## config.mk

```make
export PLATFORM = sky130hd
export DESIGN_NAME = riff_wav_format_parser
export DESIGN_NICKNAME = d
export VERILOG_FILES = /design/src/rtl/wfp_pkg.sv /design/src/rtl/riff_wav_format_parser.sv /design/src/rtl/wfp_parser.sv
export SDC_FILE = /design/constraint.sdc
export NUM_CORES = 1
export LEC_CHECK = 0
export ABC_AREA = 1
export BUFFER_PORTS_ARGS = -buffer_cell sky130_fd_sc_hd__buf_4
export CAP_MARGIN = 20
export CORE_ASPECT_RATIO = 0.6
export CORE_MARGIN = 2
export CORE_UTILIZATION = 60
export DETAILED_ROUTE_END_ITERATION = 8
export PLACE_DENSITY = 0.79
export SYNTH_ARGS = -nofsm -noshare
export SYNTH_HDL_FRONTEND = slang
export SYNTH_HIERARCHICAL = 1
export SYNTH_SLANG_ARGS = --single-unit
export TNS_END_PERCENT = 50
```

## constraint.sdc

```tcl
create_clock -name clock -period 7.6 [get_ports clock]
set_input_delay 0.38 -clock clock [delete_from_list [all_inputs] [get_ports clock]]
set_output_delay 0.38 -clock clock [all_outputs]
set_load 0.01 [all_outputs]
```

## src/rtl/wfp_pkg.sv

```systemverilog
`timescale 1ns / 1ps

package wfp_pkg;

   // Parser phases of one file.
   typedef enum logic [2:0] {
      PH_FILEHDR,
      PH_CHUNKHDR,
      PH_SKIP,
      PH_FMT,
      PH_DRAIN
   } phase_type;

   // Four-character tags, first character in the lowest byte.
   localparam logic [31:0] TAG_RIFF = 32'h4646_4952;
   localparam logic [31:0] TAG_WAVE = 32'h4556_4157;
   localparam logic [31:0] TAG_FMT  = 32'h2074_6d66;

   localparam logic [31:0] FMT_MIN  = 32'd16;
   localparam logic [4:0]  HDR_LEN  = 5'd12;

   // Outcome of one input word, handed from the parser to the output stage.
   typedef struct packed {
      logic        emit;
      logic        found;
      logic [15:0] channels;
      logic [31:0] sample_rate;
      logic [15:0] bits_per_sample;
   } wfp_result_type;

   function automatic logic [7:0] tag_byte(input logic [31:0] tag, input logic [1:0] idx);
      tag_byte = tag[{idx, 3'b000} +: 8];
   endfunction

endpackage

```

## src/rtl/riff_wav_format_parser.sv

```systemverilog
`timescale 1ns / 1ps
// A result word is registered; it shows on the rsp side in the cycle after its deciding input word.
// Throughput: one input word per cycle; the parser state updates in the accepting cycle.
// Input is held off only while a result word waits and the rsp side is stalled.
// Reset is synchronous and active high; it returns the parser to the file header phase
// and empties the result register.

module riff_wav_format_parser
   import wfp_pkg::*;
(
   input  logic        clock,
   input  logic        reset,
   input  logic        req_tvalid,
   output logic        req_tready,
   input  logic [7:0]  req_tdata,   // [7:0] data_byte
   input  logic        req_tlast,   // last_byte
   output logic        rsp_tvalid,
   input  logic        rsp_tready,
   output logic [63:0] rsp_tdata,   // [15:0] channels, [47:16] sample_rate, [63:48] bits_per_sample
   output logic        rsp_tuser    // found
);

   wfp_result_type result;
   logic           accept;
   logic           valid_ff, valid_in;
   logic [63:0]    data_ff;
   logic           found_ff;

   // The result register frees up in the same cycle its word is taken, so a
   // stream of input words keeps flowing while results drain.
   assign req_tready = !valid_ff || rsp_tready;
   assign accept     = req_tvalid && req_tready;

   wfp_parser u_parser (
      .clock     (clock),
      .reset     (reset),
      .step      (accept),
      .data_byte (req_tdata),
      .last_byte (req_tlast),
      .result    (result)
   );

   always_comb begin
      if (accept) valid_in = result.emit;
      else        valid_in = valid_ff && !rsp_tready;
   end

   always_ff @(posedge clock) begin
      if (reset) valid_ff <= 1'b0;
      else       valid_ff <= valid_in;
   end

   // Payload is loaded only with a new result word; it needs no reset.
   always_ff @(posedge clock) begin
      if (accept && result.emit) begin
         data_ff  <= {result.bits_per_sample, result.sample_rate, result.channels};
         found_ff <= result.found;
      end
   end

   assign rsp_tvalid = valid_ff;
   assign rsp_tdata  = data_ff;
   assign rsp_tuser  = found_ff;

endmodule

```

## src/rtl/wfp_parser.sv

```systemverilog
`timescale 1ns / 1ps

module wfp_parser
   import wfp_pkg::*;
(
   input  logic           clock,
   input  logic           reset,
   input  logic           step,
   input  logic [7:0]     data_byte,
   input  logic           last_byte,
   output wfp_result_type result
);

   phase_type   phase_ff, phase_in;
   logic [4:0]  pos_ff, pos_in;
   logic [31:0] id_ff, id_in;
   logic [31:0] size_ff, size_in;
   logic [32:0] skip_ff, skip_in;
   logic        ok_ff, ok_in;
   logic [15:0] ch_ff, ch_in;
   logic [31:0] rate_ff, rate_in;
   logic        clear;

   always_ff @(posedge clock) begin
      if (reset || (step && clear)) begin
         phase_ff <= PH_FILEHDR;
         pos_ff   <= '0;
         id_ff    <= '0;
         size_ff  <= '0;
         skip_ff  <= '0;
         ok_ff    <= 1'b1;
         ch_ff    <= '0;
         rate_ff  <= '0;
      end else if (step) begin
         phase_ff <= phase_in;
         pos_ff   <= pos_in;
         id_ff    <= id_in;
         size_ff  <= size_in;
         skip_ff  <= skip_in;
         ok_ff    <= ok_in;
         ch_ff    <= ch_in;
         rate_ff  <= rate_in;
      end
   end

   always_comb begin
      phase_in = phase_ff;
      pos_in   = pos_ff;
      id_in    = id_ff;
      size_in  = size_ff;
      skip_in  = skip_ff;
      ok_in    = ok_ff;
      ch_in    = ch_ff;
      rate_in  = rate_ff;
      clear    = 1'b0;
      result   = '0;

      unique case (phase_ff)
         PH_FILEHDR: begin
            if (pos_ff < 5'd4) begin
               if (data_byte != tag_byte(TAG_RIFF, pos_ff[1:0])) ok_in = 1'b0;
            end else if (pos_ff >= 5'd8 && pos_ff < HDR_LEN) begin
               if (data_byte != tag_byte(TAG_WAVE, pos_ff[1:0])) ok_in = 1'b0;
            end
            if (pos_ff >= HDR_LEN - 5'd1) begin
               if (!ok_in || last_byte) begin
                  result.emit = 1'b1;
               end else begin
                  phase_in = PH_CHUNKHDR;
                  pos_in   = '0;
               end
            end else if (last_byte) begin
               result.emit = 1'b1;
            end else begin
               pos_in = pos_ff + 5'd1;
            end
         end
         PH_CHUNKHDR: begin
            if (pos_ff < 5'd4) id_in = {data_byte, id_ff[31:8]};
            else               size_in = {data_byte, size_ff[31:8]};
            if (last_byte) begin
               result.emit = 1'b1;
            end else if (pos_ff >= 5'd7) begin
               pos_in = '0;
               if (id_in == TAG_FMT && size_in >= FMT_MIN) begin
                  phase_in = PH_FMT;
                  ch_in    = '0;
                  rate_in  = '0;
               end else begin
                  // Body length plus the pad byte of an odd-sized chunk.
                  skip_in  = {1'b0, size_in} + {32'd0, size_in[0]};
                  phase_in = (skip_in == '0) ? PH_CHUNKHDR : PH_SKIP;
               end
            end else begin
               pos_in = pos_ff + 5'd1;
            end
         end
         PH_SKIP: begin
            if (last_byte) begin
               result.emit = 1'b1;
            end else begin
               if (skip_ff != '0) skip_in = skip_ff - 33'd1;
               if (skip_in == '0) begin
                  phase_in = PH_CHUNKHDR;
                  pos_in   = '0;
               end
            end
         end
         PH_FMT: begin
            if (pos_ff == 5'd2) begin
               ch_in = {8'd0, data_byte};
            end else if (pos_ff == 5'd3) begin
               ch_in = ch_ff | {data_byte, 8'd0};
            end else if (pos_ff >= 5'd4 && pos_ff < 5'd8) begin
               rate_in = rate_ff | ({24'd0, data_byte} << {pos_ff[1:0], 3'b000});
            end else if (pos_ff == 5'd14) begin
               id_in = {24'd0, data_byte};
            end
            if (pos_ff >= 5'd15) begin
               result.emit            = 1'b1;
               result.found           = 1'b1;
               result.channels        = ch_ff;
               result.sample_rate     = rate_ff;
               result.bits_per_sample = {data_byte, id_ff[7:0]};
            end else if (last_byte) begin
               result.emit = 1'b1;
            end else begin
               pos_in = pos_ff + 5'd1;
            end
         end
         PH_DRAIN: begin
            if (last_byte) clear = 1'b1;
         end
         default: begin
            if (last_byte) clear = 1'b1;
         end
      endcase

      // Once the outcome is out, the rest of the file is drained.
      if (result.emit) begin
         if (last_byte) clear = 1'b1;
         else           phase_in = PH_DRAIN;
      end
   end

endmodule

```

==> results.yml <==
status:
  status: "finished, final reports clean"
placed_design:
  placed_cell_area_um2: 13100
  io_buffers: 79
  post-dp-hpwl_um: 30100
  gp_congestion: 1.03
synthesis:
  avgSynthCellArea_um2: 6.83
  ys_types: 43
  synthMuxAreaShare_pct: 0.159
  synthTopCellsByCount: "nand2_1, nor2_1, inv_1"
  yosysTopAreaCellShare_pct: 24.7
  yosysSeqAreaShare_pct: 40.3
  synth_compound_area_share_pct: 13.3
  synth_nets: 1860
  synth_xor_area_share_pct: 2.44
  ys_warn_count: 6
  ys_seq_elements: 220
  ys.flop_type: "dfxtp_1"
  synth_top_area_cell: "dfxtp_1"
  netlist_instances: 1839
  netlist_top_cells_area: "dfxtp_1, edfxtp_1, nand2_1, nor2_1, inv_1"
  synth_most_common_cell: "nand2_1"
  synthAdderAreaFrac_pct: 0.797
  synthArstFlopShare_pct: 0
  yosys.area_share.simple_pct: 33.8
  synth_edf_count: 65
  synth_top_family_by_area: "simple AND/OR/NAND/NOR gates"
  netlist_area_um2: 12600
power:
  clkPwrFrac_pct: 35.7
  power_leakage_nw: 5.33
  p_sw_mw: 0.932
  p_comb_share_pct: 20.4
  max-vdd-ir-drop_v: 0.000178
  seqPwrFrac_pct: 43.9
  internal_power_mw: 1.94
  p_total_mw: 2.87
  p_per_area_nw_per_um2: 209
  swShare_pct: 32.5
sta:
  min_period_ns: 4.99
  slew-limit-headroom_pct: 33.0
  setup_violations: 0
  drv_slew: 0
  hold_violations: 0
  final.setup_skew_ns: 0.0229
  setup-tns-final_ns: 0
  fmax_mhz: 200
  rsz0062_at_grt: "false"
  fin_hold_ws_ns: 0.145
  worstMarginPinSlew_ns: 1.00
  finalCritPeriodShare_pct: 65.6
drt:
  ant_nets: 0
  viasPerCell: 5.91
  drc: 0
  routed_wirelength_um: 40900
  vias: 12700
  avgRoutedWirePerCell_um: 19.1
  dr.pass1.iters: 6
  drtIter0Drc: 2095
clocking:
  ctsResizeCount: 0
  htree_levels: 1
  path_clk_slew_ns: 0.07
  cts_tree: "built"
  postCtsHoldBufs: 0
  cts.sinks: 220
  post_cts_buffers: 0
  root_buffer: "clkbuf_16"
  cts_buffers: 21
  insertion_delay_ns: 0.51
  cts.path.max_buffers: 3
setup_path:
  critPathBufInv: 4
  cp_slowest_cell: "inv_2"
  critPathTopFamily: "simple AND/OR/NAND/NOR gates"
  crit_path_end_kind: "flop"
  start_kind: "flop"
  timing.rr.end: "u_parser/skip_ff[3]$_SDFFE_PP0P_"
  worstPathRequired_ns: 8.02
  critPathMaxFanout: 88
  worstPathCellList: "inv_2 > nand2_4 > buf_4 > o21ai_1 > inv_1 > nor2_1 > nand4_1 > nor2_1 > nand2_1 > nand3_1 > nand2_2 > nand2_1 > nand2_2 > inv_2 > o21ai_0 > a21oi_1"
  crit-reg2reg-launch: "u_parser/pos_ff[2]$_SDFFE_PP0P_"
  r2r_cells: 16
  critical_path_class: "flop to flop"
  critPathMaxStageDelay_ns: 0.60
  arrival_ns: 5.41
  r2r_setup_slack_ns: 2.61
layout:
  utilization_pct: 67.8
  drive_above_1_share_pct: 9.71
  multi_input_area_um2: 6360
  diodes: 0
  seqCellArea_um2: 5050
  nNetsFinal: 1882
  fin_area_um2: 13800
  fillers: 1817
  area_growth_pct: 9.56
hold_path:
  hold_path.class: "input pin to flop"
  min_path_cells: 4
  min_from: "reset"
  holdPathEnd: "rsp_tvalid$_SDFF_PP0_"
grt:
  met1_usage_pct: 58.5
  overflow: 0
  grt_max_degree: 89
  grt_pass1_wl_um: 62100
  gr-max-usage-layer: "met1"
  grt_util_all_layers_pct: 36.8
  grt_pass1_vias: 11000
  grtUsageMet2_pct: 43.8
  antenna_found_initial: 0
  grtUsageMet3_pct: 17.1
die:
  start_util_pct: 61.9
  fp.coreArea_um2: 20300
  die_h_um: 116
  die_area_um2: 22100
  die_x_um: 191
  rows: 40
  io_pins: 80
job:
  maxCapViolCount: 0
## metrics by stage
| stage | worst slack (ns) | std cells |
|---|---|---|
| after floorplan | 2.36 | 1839 |
| after global placement | 3.12 | 2111 |
| after detailed placement | 2.89 | 2111 |
| after CTS | 2.78 | 2148 |
| after global routing | 2.16 | 2148 |
| final | 2.61 | 2148 |
## worst register-to-register path: cells and delay by family, from the launching register on
family	cells	cell delay, ns
and+or+nand+nor	9	1.99
buffers and inverters	4	1.72
AOI/OAI and AO/OA	3	0.85
DFF	1	0.36
## registers in the layout, indices dropped and copies added (netlist names)
signal	flops
rsp_tdata	64
rsp_tuser	1
rsp_tvalid	1
u_parser/ch_ff	16
u_parser/id_ff	32
u_parser/ok_ff	1
u_parser/phase_ff	3
u_parser/pos_ff	5
u_parser/rate_ff	32
u_parser/size_ff	32
u_parser/skip_ff	33
## routing by layer
layer / share of wire (%) / wire [µm] / up-vias
li1: - / - / 6024
met4: 0.98 / 403 / 2
met2: 35 / 14500 / 800
met5: 0.20 / 82 / -
met1: 46 / 19000 / 5838
met3: 17 / 6990 / 34
## layout by cell type (no fill, tap or decap), types with 7 or more instances in the layout
master	n
nand2_1	491
xor2_1	14
nor2_1	303
inv_2	8
nand2_2	10
buf_4	92
nor3_1	10
o21ai_1	18
inv_1	164
o211ai_1	15
clkbuf_16	21
or2_0	7
nor2_2	14
a211oi_1	35
nand3_1	118
a21oi_1	120
nand4_1	34
dfxtp_1	155
o21ai_0	93
nand3b_1	8
xnor2_1	21
ha_1	8
edfxtp_1	65
## power by group through the flow
stage | logic [mW] | registers (mW) | clock network [mW]
4_1_cts | 0.559 | 1.26 | 1.03
5_1_grt | 0.637 | 1.26 | 1.07
3_5_place_dp | 0.555 | 1.28 | 0
3_3_place_gp | 0.554 | 1.28 | 0
6_report | 0.586 | 1.26 | 1.02
2_1_floorplan | 0.387 | 1.29 | 0
## area by class of cell
class                           instances  share of cell area (%)
Inverter                              173                    4.73
Tap cell                              273                    2.48
Sequential cell                       220                    36.8
Timing Repair Buffer                   92                    5.02
Clock buffer                           23                    4.02
Multi-Input combinational cell       1353                    46.2
Clock inverter                         14                   0.764
## worst max path at each step
stage | endpoint | start | cells past startpoint
floorplan | rsp_tdata[0]$_DFFE_PP_ | u_parser/pos_ff[0]$_SDFFE_PP0P_ | 15
global placement | u_parser/skip_ff[18]$_SDFFE_PP0P_ | u_parser/pos_ff[4]$_SDFFE_PP0P_ | 16
detailed placement | u_parser/skip_ff[3]$_SDFFE_PP0P_ | u_parser/pos_ff[2]$_SDFFE_PP0P_ | 16
CTS | u_parser/skip_ff[3]$_SDFFE_PP0P_ | u_parser/pos_ff[2]$_SDFFE_PP0P_ | 16
global route | u_parser/skip_ff[3]$_SDFFE_PP0P_ | u_parser/pos_ff[2]$_SDFFE_PP0P_ | 16
finish | u_parser/skip_ff[3]$_SDFFE_PP0P_ | u_parser/pos_ff[2]$_SDFFE_PP0P_ | 16
## logic make-up after synthesis
family | Yosys count
compound gates | 297
xor+xnor | 35
fa+ha+maj | 8
buf+inv | 266
flops | 220
mux | 2
simple gates | 1011
(Power assumes the default switching activity.)
